File: config.mk
export PLATFORM = sky130hd
export DESIGN_NAME = mdp_res_q
export DESIGN_NICKNAME = d
export VERILOG_FILES = /design/src/rtl/min_depth_pyramid_builder_defines.svh /design/src/rtl/mdp_pkg.sv /design/src/rtl/mdp_res_q.sv
export SDC_FILE = /design/constraint.sdc
export NUM_CORES = 1
export LEC_CHECK = 0
export BUFFER_PORTS_ARGS = -buffer_cell sky130_fd_sc_hd__buf_4
export CORE_UTILIZATION = 40
export CTS_CLUSTER_SIZE = 14
export DETAILED_ROUTE_END_ITERATION = 12
export GPL_TIMING_DRIVEN = 0
export HOLD_SLACK_MARGIN = 0.08
export PLACE_DENSITY = 0.67
export SYNTH_ARGS = -nofsm -noshare
export SYNTH_HDL_FRONTEND = slang
export SYNTH_SLANG_ARGS = --single-unit
File: constraint.sdc
create_clock -name clk -period 3.02 [get_ports clk]
set_clock_uncertainty 0.15 [all_clocks]
set_input_delay 0.151 -clock clk [delete_from_list [all_inputs] [get_ports clk]]
set_output_delay 0.151 -clock clk [all_outputs]
set_load 0.05 [all_outputs]
File: src/rtl/min_depth_pyramid_builder_defines.svh
// assertion helpers for the pyramid builder rtl
`ifndef MIN_DEPTH_PYRAMID_BUILDER_DEFINES_SVH
`define MIN_DEPTH_PYRAMID_BUILDER_DEFINES_SVH

// same-cycle implication, checked out of reset
`define MDP_ASSERT_NOW(name, pre, post, msg) \
  name: assert property (@(posedge clk) disable iff (!rst_n) (pre) |-> (post)) \
    else $error(msg);

// next-cycle implication, checked out of reset
`define MDP_ASSERT_NEXT(name, pre, post, msg) \
  name: assert property (@(posedge clk) disable iff (!rst_n) (pre) |=> (post)) \
    else $error(msg);

`endif

File: src/rtl/mdp_pkg.sv
package mdp_pkg;

  // frame geometry
  localparam int MAX_LOG_SIZE = 10;
  localparam int LVL_W        = 4;
  localparam int POS_W        = MAX_LOG_SIZE;
  localparam int LINE_AW      = MAX_LOG_SIZE;
  localparam int LINE_DEPTH   = 1 << LINE_AW;
  localparam int COORD_W      = 9;
  localparam int PIX_W        = 8;
  localparam int LEFT_DEPTH   = MAX_LOG_SIZE;

  localparam logic [LVL_W-1:0] LOG_SIZE_RESET = LVL_W'(8);

  // queue depths
  localparam int CMD_AW    = 1;
  localparam int CMD_DEPTH = 1 << CMD_AW;
  localparam int RES_AW    = 2;
  localparam int RES_DEPTH = 1 << RES_AW;

  // classified pixel handed from front to back
  typedef struct packed {
    logic [PIX_W-1:0] pixel;
    logic [POS_W-1:0] x;
    logic [POS_W-1:0] y;
    logic [LVL_W-1:0] n;
  } cmd_t;

  // one pyramid result
  typedef struct packed {
    logic [LVL_W-1:0]   level;
    logic [COORD_W-1:0] col;
    logic [COORD_W-1:0] row;
    logic [PIX_W-1:0]   min_value;
    logic               last;
  } res_t;

endpackage

File: src/rtl/mdp_res_q.sv
module mdp_res_q import mdp_pkg::*; (
  input  logic clk,
  input  logic rst_n,
  input  logic push,
  input  res_t push_data,
  output logic full,
  input  logic pop,
  output logic valid,
  output res_t head
);

  res_t              ent_r [RES_DEPTH];
  logic [RES_AW-1:0] wp_r;
  logic [RES_AW-1:0] rp_r;
  logic [RES_AW:0]   cnt_r;

  assign full  = (cnt_r == (RES_AW+1)'(RES_DEPTH));
  assign valid = (cnt_r != '0);
  assign head  = ent_r[rp_r];

  // storage
  always_ff @(posedge clk) begin
    if (push && !full) begin
      ent_r[wp_r] <= push_data;
    end
  end

  // pointers and fill level
  always_ff @(posedge clk) begin
    if (!rst_n) begin
      wp_r  <= '0;
      rp_r  <= '0;
      cnt_r <= '0;
    end else begin
      if (push && !full) begin
        wp_r <= wp_r + RES_AW'(1);
      end
      if (pop && valid) begin
        rp_r <= rp_r + RES_AW'(1);
      end
      if ((push && !full) && !(pop && valid)) begin
        cnt_r <= cnt_r + (RES_AW+1)'(1);
      end else if (!(push && !full) && (pop && valid)) begin
        cnt_r <= cnt_r - (RES_AW+1)'(1);
      end
    end
  end

endmodule

==> out/metrics.yaml <==
yosys:
  synthArstFlopShare_pct: 0
  ys.flop_type: "edfxtp_1"
  syn-num-nets: 250
  ys_seq_elements: 133
  netlist_area_um2: 4961
  syn_inst: 209
  post-synth-top-area-cell: "edfxtp_1"
  yosysTopAreaCellShare_pct: 75.06
  synthTopCellsByCount: "124 x edfxtp_1, 31 x mux4_2, 9 x dfxtp_1"
  synth_enable_flop_cells: 124
  yosysWarnings: 0
  synth_cell_types: 21
  yosysSeqAreaShare_pct: 78.69
  ys_top_cells_by_area: "edfxtp_1 75%, mux4_2 14%, dfxtp_1 3.6%"
  avgSynthCellArea_um2: 23.74
  yosysMostFrequentCell: "edfxtp_1"
cells_and_area:
  syn_to_final_growth_pct: 34.35
  nNetsFinal: 369
  drive_gt1_share_pct: 41.06
  antenna_cells: 0
place:
  gp_congestion: 0.6554
  port-buffer-count: 66
  hpwlAfterDp_mm: 4.880
routing:
  drt_iter0_drc: 173
  remaining_drc_errors: 0
  final_antenna_net_count: 0
  drt-wirelength-per-cell_um: 16.95
  wirelength_mm: 8.627
  viasPerCell: 4.788
  vias: 2437
  firstDrtPassIters: 4
timing:
  maxSlewHeadroom_pct: 38.49
  worstMarginPinSlew_ns: 0.9226
  timing.final.crit_share_pct: 75.71
  slew_viol_final: 0
  max_freq_mhz: 437.4
  rsz0062_at_grt: "false"
  finalSetupViolCount: 0
  setup_tns_ns: 0
  period_minus_slack_ns: 2.286
  hold_violations: 0
run:
  maxCapViolations: 0
power_and_ir_drop:
  p_seq_share_pct: 35.5
  intPower_w: 0.004472
  p_comb_share_pct: 30.5
  power_density_nw_per_um2: 982.9
  leakage_nw: 2.330
  total_power_w: 0.006551
  p_switching_w: 0.002079
  power.share.clock_pct: 34.0
  switching_share_pct: 31.73
  ir_drop_uv: 538.5
hold_path:
  holdPathStages: 2
  hold_path_class: "primary input to register"
  whs_endpoint: "ent_r[0][17]"
  min-delay-start: "push_data[17]"
floorplanning:
  die_h_um: 113.4
  rows: 40
  core_um2: 12060
  die_w_um: 113.4
  start_util_pct: 41.13
  dieArea_um2: 12850
  ioPinCount: 68
clock_network:
  cts_sinks: 133
  cts_root_buffer: "clkbuf_16"
  ctsHtreeMaxLevel: 4
  cts_tree: "done"
  cts_setup_buffers: 0
  clk_pin_slew_worst_paths_ns: 0.06
  clockBufferDepth: 2
  insertion_delay_ns: 0.41
  cts_made_buffers: 17
critical_path:
  r2r_cells: 9
  rr_startpoint: "cnt_r[0]"
  crit_path_end_kind: "register"
  crit_type: "register to register"
  r2r_setup_slack_ns: 0.73
  crit_fanout: 7
  critPathRequiredTime_ns: 3.21
  worstPathArrival_ns: 2.48
  startpoint_type: "register"
  r2r-end: "cnt_r[2]"
global_routing:
  grt_pass1_vias: 2627
  grt_overflow: 0
  grt_pass1_wl_mm: 13.54
  grt_max_degree: 32
  antenna_found_initial: 0
  track_usage_pct: 14.96
run_status:
  outcome: "complete, no violations"
[power groups by stage]
stage	combinational, W	sequential (W)	clock [W]
after global placement	0.00197	0.00236	0
final	0.00200	0.00233	0.00223
after floorplan	0.00146	0.00234	0
after global routing	0.00211	0.00235	0.00235
after CTS	0.00203	0.00233	0.00227
after detailed placement	0.00199	0.00237	0
[logic make-up after synthesis]
| logic type | share of synthesized area, % |
|---|---|
| fa+ha+maj | 1.665 |
| flops | 78.69 |
| xor+xnor | 0.7063 |
| compound gates | 0.6809 |
| mux | 14.68 |
| buf+inv | 1.513 |
| simple gates | 2.068 |
[placed cells by master (no fill, tap or decap), types with 3 or more instances in the layout]
cell type,instances
buf_4,66
inv_1,3
inv_6,3
and2_2,4
mux4_2,31
mux2i_1,3
dfxtp_1,9
bufinv_16,5
buf_2,3
edfxtp_1,124
clkbuf_16,17
nand2_1,4
xnor2_1,3
and2_1,4
ha_1,5
dlygate4sd3_1,34
clkinv_4,5
buf_6,4
[per-stage QoR]
step | instances | instance area (µm²) | setup WS, ns | utilization (%) | hold WS, ns
4_1_cts | 509 | 6665 | 0.6991 | 55.26 | 0.3098
2_1_floorplan | 209 | 4961 | 0.4857 | - | 0.09987
6_report | 509 | 6665 | 0.7336 | 55.26 | 0.3297
3_5_place_dp | 443 | 5672 | 0.7102 | 47.02 | 0.2042
5_1_grt | 509 | 6665 | 0.5600 | 55.26 | 0.3206
3_3_place_gp | 443 | 5667 | 0.2237 | 46.98 | 0.2014
[timing repair]
item	in CTS	in global routing
gates resized for setup	0	0
hold endpoints to repair	133	0
hold buffers	34	0
[routing by layer]
metal	share of wire [%]	track usage [%]	routed length, µm	vias to the layer above
met1	42	16.79	3600	1255
met5	0	0	0	-
met3	3.8	4.821	326	14
met4	1.6	8.421	139	0
li1	-	-	-	1112
met2	53	25.28	4561	56
[sequential cells by signal, summed over array words and instances, names as in the netlist, named ones only]
name,cells
rp_r,2
wp_r,2
ent_r,124
cnt_r,3
[critical path, stage by stage (launching register included)]
cell      delay (ns)
dfxtp_1         0.47
nor3b_2         0.09
nor2b_1         0.15
buf_6           0.14
ha_1            0.18
inv_1           0.06
fa_1            0.37
xor2_1          0.16
or3_1           0.30
a21boi_0        0.16
[cell type report]
type / instances / area, µm²
buffer: 8 / 63.81
tap: 168 / 210.2
multi-input combinational: 65 / 987.2
timing repair buffer: 100 / 835.8
fill: 913 / 5396
inverter: 3 / 11.26
sequential: 133 / 3904
clock inverter: 15 / 227.7
clock buffer: 17 / 425.4
[how the worst max path moves through the flow]
stage / start / to / slack, ns / cells past startpoint
after floorplan: cnt_r[0] / cnt_r[2] / 0.49 / 9
after global placement: cnt_r[0] / ent_r[0][18] / 0.22 / 4
after detailed placement: cnt_r[0] / cnt_r[2] / 0.71 / 9
after CTS: cnt_r[0] / cnt_r[2] / 0.70 / 9
after global routing: cnt_r[0] / cnt_r[2] / 0.56 / 9
final: cnt_r[0] / cnt_r[2] / 0.73 / 9
Note: power is estimated with default switching activity, not from simulation.
