`src/rtl/min_depth_pyramid_builder_defines.svh`:
```
// assertion helpers for the pyramid builder rtl
`ifndef MIN_DEPTH_PYRAMID_BUILDER_DEFINES_SVH
`define MIN_DEPTH_PYRAMID_BUILDER_DEFINES_SVH

// same-cycle implication, checked out of reset
`define MDP_ASSERT_NOW(name, pre, post, msg) \
  name: assert property (@(posedge clk) disable iff (!rst_n) (pre) |-> (post)) \
    else $error(msg);

// next-cycle implication, checked out of reset
`define MDP_ASSERT_NEXT(name, pre, post, msg) \
  name: assert property (@(posedge clk) disable iff (!rst_n) (pre) |=> (post)) \
    else $error(msg);

`endif

```
`src/rtl/mdp_pkg.sv`:
```
package mdp_pkg;

  // frame geometry
  localparam int MAX_LOG_SIZE = 10;
  localparam int LVL_W        = 4;
  localparam int POS_W        = MAX_LOG_SIZE;
  localparam int LINE_AW      = MAX_LOG_SIZE;
  localparam int LINE_DEPTH   = 1 << LINE_AW;
  localparam int COORD_W      = 9;
  localparam int PIX_W        = 8;
  localparam int LEFT_DEPTH   = MAX_LOG_SIZE;

  localparam logic [LVL_W-1:0] LOG_SIZE_RESET = LVL_W'(8);

  // queue depths
  localparam int CMD_AW    = 1;
  localparam int CMD_DEPTH = 1 << CMD_AW;
  localparam int RES_AW    = 2;
  localparam int RES_DEPTH = 1 << RES_AW;

  // classified pixel handed from front to back
  typedef struct packed {
    logic [PIX_W-1:0] pixel;
    logic [POS_W-1:0] x;
    logic [POS_W-1:0] y;
    logic [LVL_W-1:0] n;
  } cmd_t;

  // one pyramid result
  typedef struct packed {
    logic [LVL_W-1:0]   level;
    logic [COORD_W-1:0] col;
    logic [COORD_W-1:0] row;
    logic [PIX_W-1:0]   min_value;
    logic               last;
  } res_t;

endpackage

```
`src/rtl/mdp_front.sv`:
```
module mdp_front import mdp_pkg::*; (
  input  logic             clk,
  input  logic             rst_n,
  input  logic             cfg_wr_en,
  input  logic [LVL_W-1:0] cfg_wr_data,
  input  logic             in_valid,
  output logic             in_stall,
  input  logic [PIX_W-1:0] in_pixel,
  output logic             cmd_push,
  output cmd_t             cmd,
  input  logic             cmd_full
);

  logic [LVL_W-1:0] log_size_r;
  logic [POS_W-1:0] col_r, col_nxt;
  logic [POS_W-1:0] row_r, row_nxt;
  logic [LVL_W-1:0] n_used;
  logic [POS_W:0]   side;
  logic [POS_W-1:0] pos_mask;
  logic [POS_W-1:0] x;
  logic [POS_W-1:0] y;

  // clamp the side exponent into the supported range
  always_comb begin
    if (log_size_r == '0) begin
      n_used = LVL_W'(1);
    end else if (log_size_r > LVL_W'(MAX_LOG_SIZE)) begin
      n_used = LVL_W'(MAX_LOG_SIZE);
    end else begin
      n_used = log_size_r;
    end
  end

  assign side     = (POS_W+1)'(1) << n_used;
  assign pos_mask = POS_W'(side - (POS_W+1)'(1));
  assign x        = col_r & pos_mask;
  assign y        = row_r & pos_mask;

  // raster position of the following pixel
  always_comb begin
    col_nxt = x + POS_W'(1);
    row_nxt = y;
    if (x == pos_mask) begin
      col_nxt = '0;
      row_nxt = (y == pos_mask) ? '0 : y + POS_W'(1);
    end
  end

  assign in_stall  = cmd_full;
  assign cmd_push  = in_valid && !cmd_full;
  assign cmd.pixel = in_pixel;
  assign cmd.x     = x;
  assign cmd.y     = y;
  assign cmd.n     = n_used;

  // register write restarts the frame
  always_ff @(posedge clk) begin
    if (!rst_n) begin
      log_size_r <= LOG_SIZE_RESET;
      col_r      <= '0;
      row_r      <= '0;
    end else if (cfg_wr_en) begin
      log_size_r <= cfg_wr_data;
      col_r      <= '0;
      row_r      <= '0;
    end else if (cmd_push) begin
      col_r <= col_nxt;
      row_r <= row_nxt;
    end
  end

endmodule

```
`config.mk`:
```
export PLATFORM = sky130hd
export DESIGN_NAME = mdp_front
export DESIGN_NICKNAME = d
export VERILOG_FILES = /design/src/rtl/min_depth_pyramid_builder_defines.svh /design/src/rtl/mdp_pkg.sv /design/src/rtl/mdp_front.sv
export SDC_FILE = /design/constraint.sdc
export NUM_CORES = 1
export LEC_CHECK = 0
export ABC_AREA = 1
export BUFFER_PORTS_ARGS = -buffer_cell sky130_fd_sc_hd__clkbuf_2
export CORE_ASPECT_RATIO = 1.5
export CORE_MARGIN = 2
export CORE_UTILIZATION = 25
export DETAILED_ROUTE_END_ITERATION = 7
export SLEW_MARGIN = 20
export SYNTH_ARGS = -nofsm -noshare
export SYNTH_HDL_FRONTEND = slang
export SYNTH_SLANG_ARGS = --single-unit
```
`constraint.sdc`:
```
create_clock -name clk -period 1.9 [get_ports clk]
set_input_delay 0.285 -clock clk [delete_from_list [all_inputs] [get_ports clk]]
set_output_delay 0.285 -clock clk [all_outputs]
set_load 0.1 [all_outputs]
```
==> run_results.csv <==
group,metric,value,unit
global_route,grt_pass1_wl,8950,um
sta,setup_tns,0,ns
status,status,"finished, final reports clean",
synthesis,postSynthCellCount,298,
sta,finalHoldViolCount,0,
worst_setup_path,cp.required,1.62,ns
sta,fin_crit_sh,93.1,%
power_and_ir_drop,leakage,0.00100,uW
routing,antenna_left,0,
sta,setup_viol,0,
die,rows,38,
clock_network,h-tree-depth,1,
routing,wire_per_inst,12.7,um
power_and_ir_drop,p_int,853,uW
clock_network,cts_hold_buf,0,
global_route,globalRouteTotalUtil,14.3,%
synthesis,yosysSeqAreaShare,26.3,%
worst_setup_path,start_kind,"flop",
global_route,use_met1,15.4,%
final_layout,final_cells,424,
worst_setup_path,critPathMaxFanout,5,
die,die_y,109,um
clock_network,worstSkewPairLatency,0.28,ns
clock_network,clk_pin_slew,0.10,ns
clock_network,cts-root-buf,"clkbuf_8",
sta,slew_viol_final,0,
synthesis,yosysTopAreaCell,"dfxtp_1",
power_and_ir_drop,pwr-share-seq,41.5,%
synthesis,netlist_area,1830,um^2
synthesis,synth_top_flop_cell,"dfxtp_1",
worst_setup_path,critPathCaptureType,"output port",
global_route,overflow,0,
sta,tightest_slew,0.684,ns
sta,finClkSkew,0.00865,ns
placement,numPortBuffers,34,
die,die_area,8020,um^2
global_route,use_met3,1.57,%
clock_network,cts_tree,"done",
final_layout,nets,344,
synthesis,ys.warnings.count,0,
synthesis,avgSynthCellArea,6.13,um^2
sta,fin_crit,1.77,ns
synthesis,synth_edf_count,0,
worst_setup_path,worstSetupPathType,"flop to output port",
global_route,grt_pass1_vias,1940,
routing,wirelength,5380,um
power_and_ir_drop,pwr-share-clk,38.1,%
power_and_ir_drop,switching_share,32.0,%
clock_network,cts_made_buffers,3,
clock_network,ctsLongestPathBuffers,2,
synthesis,async_flop_share,0,%
final_layout,drive_gt1_share,29.3,%
synthesis,synth.area.top_cells,"dfxtp_1 26%, nand2_1 15%, inv_1 9.0%, a21oi_1 7.1%, nand3_1 6.8%",
run,cap_violations,0,
die,io_pins,51,
sta,max_slew_margin,54.3,%
sta,max_freq,0.566,GHz
routing,viasPerCell,4.53,
placement,place.gp.congestion,0.873,
die,start_util,25.4,%
min_path,holdCritPathClass,"input port to flop",
placement,place_hpwl,4300,um
placement,postPlaceCellArea,2350,um^2
power_and_ir_drop,ir_drop,202,uV
synthesis,synth_nets,317,
routing,vias,1920,
die,fp.dieW,73.8,um
global_route,grt.busiest_layer,"met2",
synthesis,synth_top_area_share,26.3,%
worst_setup_path,cp.arrival,1.48,ns
final_layout,fin_area,2450,um^2
routing,drc_errors,0,
power_and_ir_drop,powerDensity,511,nW/um^2
power_and_ir_drop,p_switching,401,uW
global_route,antenna_found_initial,0,
final_layout,syn2layout_area_growth,34.4,%
synthesis,synth_seq_cells,24,
power_and_ir_drop,p_comb_share,20.4,%
routing,drtPass1Iterations,4,
global_route,grt_max_degree,21,
die,core-area,7180,um^2
global_route,met2_usage,27.6,%
clock_network,cts.sinks,24,
routing,drt_iter0_drc,93,
final_layout,n_antenna_cell,0,
placement,placed_cells,420,
synthesis,ys_types,33,
layer usage:
| metal | vias up | wire, um |
|---|---|---|
| li1 | 985 | - |
| met1 | 890 | 2110 |
| met2 | 36 | 2990 |
| met3 | 9 | 174 |
| met4 | 0 | 108 |
| met5 | - | 0 |
placed cells by master (no fill, tap or decap), drive strengths merged:
master	Yosys	final
nand2	85	85
inv	48	46
nor2	35	35
nand3	27	27
a21oi	26	26
dfxtp	24	24
buf	11	23
clkbuf	6	19
o21ai	11	11
nand4	5	5
nor3	5	5
clkinvlp	0	2
nand3b	2	2
or2	2	2
xnor2	2	2
o22ai	2	2
a22oi	2	2
ha	2	2
xor2	1	1
clkinv	1	1
a31oi	1	1
bufinv	0	1
logic make-up (layout without fill, tap and decap cells):
| kind of cell | Yosys count | after routing | synth area share [%] |
|---|---|---|---|
| AND/OR/NAND/NOR | 161 | 161 | 42.9 |
| buffers and inverters | 66 | 92 | 16.0 |
| AO/OA/AOI/OAI | 42 | 42 | 12.0 |
| flip-flops | 24 | 24 | 26.3 |
| XOR/XNOR | 3 | 3 | 1.44 |
| adder cells (fa/ha/maj) | 2 | 2 | 1.37 |
Yosys cell counts (2+ instances only):
| master | n |
|---|---|
| inv_2 | 3 |
| nand3b_1 | 2 |
| dfxtp_1 | 24 |
| nor2_1 | 24 |
| o22ai_1 | 2 |
| xnor2_1 | 2 |
| clkbuf_1 | 6 |
| a21oi_1 | 26 |
| or2_2 | 2 |
| ha_1 | 2 |
| nand3_1 | 25 |
| nor3_1 | 4 |
| nand4_1 | 5 |
| nor2_2 | 8 |
| nor2_4 | 2 |
| buf_4 | 9 |
| inv_1 | 44 |
| nand2_1 | 75 |
| o21ai_0 | 8 |
| nand2_2 | 7 |
| nand2_4 | 3 |
| o21ai_1 | 3 |
| a22oi_1 | 2 |
state kept, by name (all words and copies together), names as in the netlist:
signal and count:
col_r 10, log_size_r 4, row_r 10
what timing repair did:
| item | in CTS | in global routing |
|---|---|---|
| gates resized for setup | 0 | 8 |
| endpoints found under the hold margin | 0 | 0 |
| setup endpoints to repair | 0 | 5 |
| buffers inserted | 0 | 0 |
worst max-delay path: stages, from the launching register on:
cell and delay [ns]:
dfxtp_1 0.42, nand2_1 0.12, nand2_1 0.17, nand2_4 0.11
nor2_4 0.18, buf_12 0.20
power by group through the flow:
stage | Combinational (uW) | Sequential, uW | Clock (uW)
after floorplan | 278 | 530 | 0
after global placement | 252 | 532 | 0
after detailed placement | 254 | 533 | 0
after CTS | 254 | 521 | 484
after global routing | 277 | 522 | 499
final | 255 | 520 | 478
layout make-up:
| type | instances | area (um^2) |
|---|---|---|
| Multi-Input combinational cell | 208 | 1150 |
| Timing Repair Buffer | 39 | 415 |
| Fill cell | 782 | 4720 |
| Tap cell | 100 | 125 |
| Inverter | 49 | 199 |
| Clock inverter | 1 | 30.0 |
| Sequential cell | 24 | 492 |
| Clock buffer | 3 | 41.3 |
through the flow:
step | utilization, % | total power, uW | setup WS, ns | hold WS [ns]
after floorplan | - | 808 | -0.290 | 0.386
after global placement | 32.7 | 785 | 0.146 | 0.452
after detailed placement | 32.7 | 787 | 0.105 | 0.459
after CTS | 33.7 | 1260 | 0.0326 | 0.225
after global routing | 34.2 | 1300 | -0.0123 | 0.245
final | 34.2 | 1250 | 0.132 | 0.221
final timing paths:
path / from / endpoint / slack (ns) / cells after the start
setup / recovery: log_size_r[0]$_SDFFE_PN0P_ / cmd[10] / 0.13 / 5
hold / removal: cfg_wr_data[3] / log_size_r[3]$_SDFFE_PN1P_ / 0.22 / 3
setup reg to reg: log_size_r[3]$_SDFFE_PN1P_ / row_r[9]$_SDFFE_PP0P_ / 0.16 / 11
hold reg to reg: col_r[4]$_SDFFE_PP0P_ / col_r[4]$_SDFFE_PP0P_ / 0.47 / 2
No activity file was read; power rests on OpenSTA's default activity.
