[src/rtl/min_depth_pyramid_builder_defines.svh]
// assertion helpers for the pyramid builder rtl
`ifndef MIN_DEPTH_PYRAMID_BUILDER_DEFINES_SVH
`define MIN_DEPTH_PYRAMID_BUILDER_DEFINES_SVH

// same-cycle implication, checked out of reset
`define MDP_ASSERT_NOW(name, pre, post, msg) \
  name: assert property (@(posedge clk) disable iff (!rst_n) (pre) |-> (post)) \
    else $error(msg);

// next-cycle implication, checked out of reset
`define MDP_ASSERT_NEXT(name, pre, post, msg) \
  name: assert property (@(posedge clk) disable iff (!rst_n) (pre) |=> (post)) \
    else $error(msg);

`endif

[src/rtl/mdp_pkg.sv]
package mdp_pkg;

  // frame geometry
  localparam int MAX_LOG_SIZE = 10;
  localparam int LVL_W        = 4;
  localparam int POS_W        = MAX_LOG_SIZE;
  localparam int LINE_AW      = MAX_LOG_SIZE;
  localparam int LINE_DEPTH   = 1 << LINE_AW;
  localparam int COORD_W      = 9;
  localparam int PIX_W        = 8;
  localparam int LEFT_DEPTH   = MAX_LOG_SIZE;

  localparam logic [LVL_W-1:0] LOG_SIZE_RESET = LVL_W'(8);

  // queue depths
  localparam int CMD_AW    = 1;
  localparam int CMD_DEPTH = 1 << CMD_AW;
  localparam int RES_AW    = 2;
  localparam int RES_DEPTH = 1 << RES_AW;

  // classified pixel handed from front to back
  typedef struct packed {
    logic [PIX_W-1:0] pixel;
    logic [POS_W-1:0] x;
    logic [POS_W-1:0] y;
    logic [LVL_W-1:0] n;
  } cmd_t;

  // one pyramid result
  typedef struct packed {
    logic [LVL_W-1:0]   level;
    logic [COORD_W-1:0] col;
    logic [COORD_W-1:0] row;
    logic [PIX_W-1:0]   min_value;
    logic               last;
  } res_t;

endpackage

[src/rtl/mdp_cmd_q.sv]
module mdp_cmd_q import mdp_pkg::*; (
  input  logic clk,
  input  logic rst_n,
  input  logic push,
  input  cmd_t push_data,
  output logic full,
  input  logic pop,
  output logic valid,
  output cmd_t head
);

  cmd_t              ent_r [CMD_DEPTH];
  logic [CMD_AW-1:0] wp_r;
  logic [CMD_AW-1:0] rp_r;
  logic [CMD_AW:0]   cnt_r;

  assign full  = (cnt_r == (CMD_AW+1)'(CMD_DEPTH));
  assign valid = (cnt_r != '0);
  assign head  = ent_r[rp_r];

  // storage
  always_ff @(posedge clk) begin
    if (push && !full) begin
      ent_r[wp_r] <= push_data;
    end
  end

  // pointers and fill level
  always_ff @(posedge clk) begin
    if (!rst_n) begin
      wp_r  <= '0;
      rp_r  <= '0;
      cnt_r <= '0;
    end else begin
      if (push && !full) begin
        wp_r <= wp_r + CMD_AW'(1);
      end
      if (pop && valid) begin
        rp_r <= rp_r + CMD_AW'(1);
      end
      if ((push && !full) && !(pop && valid)) begin
        cnt_r <= cnt_r + (CMD_AW+1)'(1);
      end else if (!(push && !full) && (pop && valid)) begin
        cnt_r <= cnt_r - (CMD_AW+1)'(1);
      end
    end
  end

endmodule

[config.mk]
export PLATFORM = sky130hd
export DESIGN_NAME = mdp_cmd_q
export DESIGN_NICKNAME = d
export VERILOG_FILES = /design/src/rtl/min_depth_pyramid_builder_defines.svh /design/src/rtl/mdp_pkg.sv /design/src/rtl/mdp_cmd_q.sv
export SDC_FILE = /design/constraint.sdc
export NUM_CORES = 1
export LEC_CHECK = 0
export BUFFER_PORTS_ARGS = -buffer_cell sky130_fd_sc_hd__buf_2
export CAP_MARGIN = 15
export CORE_MARGIN = 2
export CORE_UTILIZATION = 30
export CTS_BUF_LIST = sky130_fd_sc_hd__clkbuf_4 sky130_fd_sc_hd__clkbuf_8
export CTS_CLUSTER_DIAMETER = 150
export DETAILED_ROUTE_END_ITERATION = 16
export RECOVER_POWER = 50
export SLEW_MARGIN = 5
export SYNTH_ARGS = -nofsm -noshare
export SYNTH_HDL_FRONTEND = slang
export SYNTH_SLANG_ARGS = --single-unit
[constraint.sdc]
create_clock -name clk -period 3.45 [get_ports clk]
set_clock_uncertainty 0.2 [all_clocks]
set_input_delay 0.5175 -clock clk [delete_from_list [all_inputs] [get_ports clk]]
set_output_delay 0.5175 -clock clk [all_outputs]
set_load 0.01 [all_outputs]
==> results of run 1 <==
[worst max-delay path: cells and delay by family, from the launching register on]
kind	cells	cell delay, ps
buffers and inverters	1	1390
flip-flops	1	420
AND/OR/NAND/NOR	2	310
[registers in the layout, summed over array words and instances, names as in the netlist, named ones only]
register,cells
rp_r,1
ent_r,64
cnt_r,2
wp_r,1
[kinds of logic (layout without fill, tap and decap cells)]
kind of cell,Yosys count,in the layout,synth area share [%]
flops,69,69,79.65
mux,32,32,14.19
simple gates,9,9,2.268
buf+inv,6,90,1.084
compound gates,5,5,1.281
xor+xnor,3,3,1.035
fa+ha+maj,1,1,0.4928
[metal layers]
metal	share of wire [%]	GRT usage, %	routed length, um	vias to the layer above
met2	46	14.93	2011	46
met5	0	0	0	-
met3	7.0	4.072	303	11
met1	45	12.58	1942	640
li1	-	-	-	640
met4	2.2	6.429	94	0
[power by group through the flow]
stage,registers [mW],clock network (mW),logic [mW]
2_1_floorplan,1.10,0,0.392
5_1_grt,1.13,0.691,0.650
3_3_place_gp,1.13,0,0.605
6_report,1.11,0.637,0.592
4_1_cts,1.12,0.661,0.613
3_5_place_dp,1.13,0,0.607
[layout make-up]
class                           count  area, um2
Inverter                            2      7.507
Tap cell                          105      131.4
Sequential cell                    69       2022
Clock inverter                      7      75.07
Multi-Input combinational cell     50      495.5
Clock buffer                        9      123.9
Fill cell                         754       4994
Timing Repair Buffer               72      367.9
[through the flow]
stage | instance area (um2) | utilization, % | total power, mW
final | 3223 | 39.23 | 2.343
after floorplan | 2539 | - | 1.491
after detailed placement | 3049 | 37.11 | 1.741
after global routing | 3223 | 39.23 | 2.471
after global placement | 3049 | 37.11 | 1.734
after CTS | 3248 | 39.53 | 2.390
[cells in the mapped netlist]
library cell,count
edfxtp_1,64
o21ai_1,1
a21boi_1,1
buf_2,4
and3_1,1
nor2_1,1
ha_1,1
or2_2,1
dfxtp_1,5
and2_1,3
mux2_2,27
o21ai_0,1
nor3_2,1
nand2b_1,1
inv_2,1
xor2_1,1
or3_1,1
o21a_1,1
a21boi_0,1
xnor2_1,2
inv_1,1
mux2_1,5
[worst min-delay path by stage]
stage             startpoint  slack [ps]  cells after the start            to
2_1_floorplan       cnt_r[1]         280                      2      cnt_r[1]
3_3_place_gp        cnt_r[1]         300                      2      cnt_r[1]
3_5_place_dp        cnt_r[1]         320                      2      cnt_r[1]
4_1_cts        push_data[22]         130                      1  ent_r[0][22]
5_1_grt        push_data[22]         140                      1  ent_r[0][22]
6_report       push_data[22]         160                      1  ent_r[1][22]
==> flow_summary_export.csv, run 1 <==
group,metric,value,unit
pwr,power_switching,656.7,uW
synthesis,synthTopCellsByArea,"edfxtp_1 (76%), mux2_2 (12%), dfxtp_1 (3.9%), mux2_1 (2.2%), buf_2 (0.79%)",
critical_path,cp_slowest_cell,"clkbuf_1",
timing,final-hold-violation-count,0,
cells_and_area,final_common_cell,"edfxtp_1",
clock_network,clkLatencyLatePin,330,ps
outcome,violations,"capacitance limit, slew limit",
clock_network,clk_path_buf_depth,2,
synthesis,ys_types,22,
floorplanning,io_pins,70,
place,dp_slack,1198,ps
critical_path,crit_path_max_fanout,32,
route,via_per_inst,4.258,
synthesis,syn-cell-area,2539,um2
timing,period_minus_slack,2749,ps
place,port_buffers,69,
timing,setup_tns,0,ps
synthesis,syn_inst,125,
cells_and_area,final_cell_mix,"edfxtp_1 (64), buf_2 (52), mux2_2 (27), clkbuf_1 (18), clkbuf_8 (9)",
cells_and_area,fin_nets,241,
timing,slew_headroom,-29.21,%
critical_path,r2r_cells,3,
synthesis,ys_ff_latch,69,
pwr,irDropWorstVdd,0.2981,mV
critical_path,critPathCaptureType,"register",
place,dp_cells,298,
grt,grt_pass1_wl,6672,um
critical_path,crit_path_end,"ent_r[1][21]",
route,routedWlPerCell,13.86,um
clock_network,numCtsBuffers,9,
pwr,clockPowerShare,27.2,%
synthesis,yosysTopAreaCellShare,75.70,%
timing,max_slew.worst_pin.slew,1938,ps
grt,antenna_found_initial,0,
pwr,power_frac_comb,25.3,%
grt,overflow,0,
pwr,swShare,28.03,%
clock_network,cts.sinks,69,
timing,slew_violations,33,
clock_network,cts_tree,"yes",
outcome,status,"finished, violations left",
place,gp_congestion,0.6737,
grt,grt.total_usage,10.22,%
timing,clock.fmax,0.3638,GHz
route,antenna_left,0,
cells_and_area,final_layout_size_suffix_gt1_share,46.89,%
timing,rsz0062_at_grt,"no",
critical_path,cpPeakStageDelay,1390,ps
floorplanning,core-area,8217,um2
pwr,power_density,727.0,nW/um2
critical_path,crit_start,"cnt_r[0]",
pwr,power_frac_seq,47.6,%
critical_path,reg2reg_from,"cnt_r[0]",
synthesis,yosys_warnings,0,
place,dp_hpwl,2842,um
timing,setup_viol,0,
route,wl,4352,um
cells_and_area,fin_cells,314,
clock_network,cts_resized,0,
floorplanning,initial_utilization,30.90,%
timing,holdWs,156.1,ps
route,first_pass_iters,4,
critical_path,crit_path_start_kind,"register",
synthesis,synth_top_area_cell,"edfxtp_1",
critical_path,worstPathArrival,2470,ps
critical_path,crit_chain,"nand2b_1 -> and3_1 -> clkbuf_1",
route,drc,0,
synthesis,synthesis.nets,162,
cells_and_area,area_growth,26.96,%
job,drv_cap,1,
timing,post-route-period-util,79.67,%
cells_and_area,antenna_cells,0,
timing,worst_slack,701.3,ps
route,dr_total_vias,1337,
pwr,leakagePower,1.162,nW
clock_network,cts_root_buf,"clkbuf_8",
hold_path,min_path_type,"in -> reg",
floorplanning,die-area,9214,um2
route,drt_iter0_markers,49,
synthesis,yosysSeqAreaShare,79.65,%
grt,grt_pass1_vias,1390,
critical_path,reg2reg_slack,700,ps
grt,grt_max_degree,33,
floorplanning,die_h,95.99,um
critical_path,rr_endpoint,"ent_r[1][21]",
clock_network,postCtsSetupRepairBufs,0,
clock_network,clk_pin_slew_worst_paths,80,ps
floorplanning,num_rows,33,
critical_path,critical_path_class,"reg -> reg",
critical_path,cp_data_required_time,3170,ps
clock_network,cts_hold_buf,0,
synthesis,syn_avg_cell_area,20.31,um2
floorplanning,die_w,95.99,um
pwr,p_int,1.686,mW
clock_network,htreeDepth,3,
Power figures use the tool's default switching activity.
==> run 2: changes to the inputs <==
- ABC_AREA: unset -> 1
- clock period: 3.45 -> 2.5 ns (I/O delays scaled with it)
==> run 2 against run 1 <==
Compared with the run above: the flow now finishes without violations; first-iteration DRC count increased by 37%; core utilization down 0.49 points; setup slack worse by 240 ps; global-route usage shrank 0.60 points; combinational power is 47% higher; final cell count grew 6.1%; die area grew 6.5%; area after synthesis rose by 6.8%; critical path depth is the same; sequential share of layout area decreased by 3.1 points.
==> flow_summary_export.csv, run 2 <==
group,metric,value,unit
route,routedWlPerCell,13.45,um
timing,period_minus_slack,2038,ps
job,drv_cap,0,
clock_network,clkLatencyLatePin,330,ps
route,antenna_left,0,
outcome,status,"completed",
cells_and_area,final_layout_size_suffix_gt1_share,46.67,%
synthesis,syn_inst,137,
floorplanning,die_h,99.07,um
grt,antenna_found_initial,0,
cells_and_area,fin_cells,333,
grt,overflow,0,
critical_path,cp_slowest_cell,"mux2_2",
place,dp_hpwl,3075,um
cells_and_area,top_register,"ent_r",
place,dp_slack,675.0,ps
grt,grt_pass1_vias,1482,
grt,grt_pass1_wl,7017,um
hold_path,min_path_type,"in -> reg",
synthesis,synthTopCellsByArea,"edfxtp_1 (71%), mux2_4 (17%), dfxtp_1 (3.7%), buf_12 (2.2%), nor2_1 (1.2%)",
floorplanning,io_pins,70,
place,gp_congestion,0.7397,
cells_and_area,fin_nets,257,
critical_path,crit_path_start_kind,"register",
cells_and_area,area_growth,25.20,%
synthesis,yosysTopAreaCellShare,70.88,%
floorplanning,num_rows,34,
synthesis,synthMostInstantiatedCell,"edfxtp_1",
synthesis,syn_avg_cell_area,19.79,um2
critical_path,critical_path_class,"reg -> out",
clock_network,cts_root_buf,"clkbuf_8",
grt,grt.total_usage,9.625,%
timing,setup_tns,0,ps
timing,slew_headroom,45.39,%
cells_and_area,antenna_cells,0,
cells_and_area,fin_area,3395,um2
critical_path,cpPeakStageDelay,370,ps
timing,final-hold-violation-count,0,
cells_and_area,largest_registers,"ent_r (64), cnt_r (2)",
floorplanning,core-area,8763,um2
synthesis,ys_ff_latch,69,
critical_path,worstPathArrival,1460,ps
route,first_pass_iters,4,
route,wl,4478,um
timing,holdWs,28.19,ps
route,via_per_inst,4.222,
synthesis,synth_edf_count,64,
synthesis,synth_top_area_cell,"edfxtp_1",
synthesis,yosysSeqAreaShare,74.57,%
synthesis,yosys_warnings,0,
place,place_area,3182,um2
clock_network,cts.sinks,69,
timing,slew_violations,0,
critical_path,cp_data_required_time,1920,ps
route,drt_iter0_markers,67,
synthesis,syn-cell-area,2711,um2
timing,worst_slack,461.6,ps
clock_network,cts_tree,"yes",
clock_network,htreeDepth,3,
clock_network,numCtsBuffers,9,
pwr,leakagePower,1.319,nW
floorplanning,initial_utilization,30.94,%
pwr,irDropWorstVdd,0.3936,mV
synthesis,synthesis.nets,174,
floorplanning,die-area,9814,um2
route,drc,0,
timing,setup_viol,0,
critical_path,critPathCaptureType,"output pin",
grt,grt_max_degree,19,
pwr,power_density,1013,nW/um2
synthesis,ys.flop_type,"edfxtp_1",
synthesis,synthArstFlopShare,0,%
place,dp_cells,316,
critical_path,worst_path_dominant_cell_family,"buffers and inverters",
floorplanning,die_w,99.07,um
clock_network,clk_path_buf_depth,2,
critical_path,crit_buf_inv,2,
route,dr_total_vias,1406,
timing,rsz0062_at_grt,"no",
timing,max_slew.worst_pin.slew,819.1,ps
cells_and_area,final_common_cell,"edfxtp_1",
critical_path,crit_path_max_fanout,16,
synthesis,ys_types,17,
critical_path,crit_chain,"buf_4 -> mux2_2 -> buf_2",
timing,post-route-period-util,81.54,%
synthesis,yosys-top-cells-count,"edfxtp_1 (64), mux2_4 (30), nor2_1 (9), inv_1 (7), nand2_1 (7)",
place,port_buffers,69,
clock_network,clk_pin_slew_worst_paths,70,ps
timing,clock.fmax,0.4906,GHz
clock_network,postCtsSetupRepairBufs,0,
cells_and_area,largest_reg_flops,64,
cells_and_area,final_cell_mix,"edfxtp_1 (64), buf_2 (51), mux2_4 (30), clkbuf_1 (20), clkbuf_8 (9)",
==> run 2: cell types whose count changed after synthesis, sizes merged, moves of 2 or more <==
cell,change
and2,-3
nor2,+8
xnor2,-2
inv,+6
a21boi,-2
nand2,+7
==> run 2: final timing paths <==
path                                     end  cells past startpoint           from  slack [ps]
worst min register to register      register                      2           rp_r         310
worst max-delay path                head[11]                      3       register         460
worst max register to register  ent_r[1][16]                      3       cnt_r[0]         600
worst min-delay path            ent_r[0][14]                      1  push_data[14]          30
==> run 2: kinds of logic (layout without fill, tap and decap cells) <==
logic type	Yosys count	count (layout)	synth area share, %
AND/OR/NAND/NOR	18	18	2.630
multiplexers	32	32	17.44
adder cells (fa/ha/maj)	1	1	0.4614
buffers and inverters	12	100	3.738
flip-flops	69	69	74.57
AO/OA/AOI/OAI	5	5	1.154
==> run 2: stage by stage <==
| step | total power [mW] | utilization (%) |
|---|---|---|
| 2_1_floorplan | 2.184 | - |
| 3_3_place_gp | 2.429 | 36.31 |
| 3_5_place_dp | 2.445 | 36.31 |
| 4_1_cts | 3.503 | 38.96 |
| 5_1_grt | 3.636 | 38.74 |
| 6_report | 3.439 | 38.74 |
==> run 2: cell type report <==
cell class,instances,area (um2)
flip-flops and latches,69,2023
well taps,108,135.1
fillers,833,5369
clock buffers,10,131.4
inverters,8,30.03
multi-input cells,56,603.1
repair buffers,76,370.4
clock inverters,6,101.3
==> run 2: report_power, final <==
part	leakage (nW)	internal, mW	switching [mW]
logic	0.564	0.425	0.445
clock network	0.116	0.664	0.387
registers	0.639	1.46	0.0547
total	1.32	2.55	0.887
==> run 2: repair_timing <==
| action | 4_1_cts | 5_1_grt |
|---|---|---|
| resized for setup | 0 | 0 |
| endpoints found under the hold margin | 0 | 2 |
| hold buffers | 0 | 1 |
==> run 2: layer usage <==
| metal | vias to the layer above | track usage (%) | part of all wire, % |
|---|---|---|---|
| met5 | - | 0 | 0 |
| met4 | 0 | 3.793 | 1.1 |
| met3 | 5 | 4.823 | 7.0 |
| met2 | 42 | 15.33 | 51 |
| met1 | 684 | 11.09 | 41 |
| li1 | 675 | - | - |
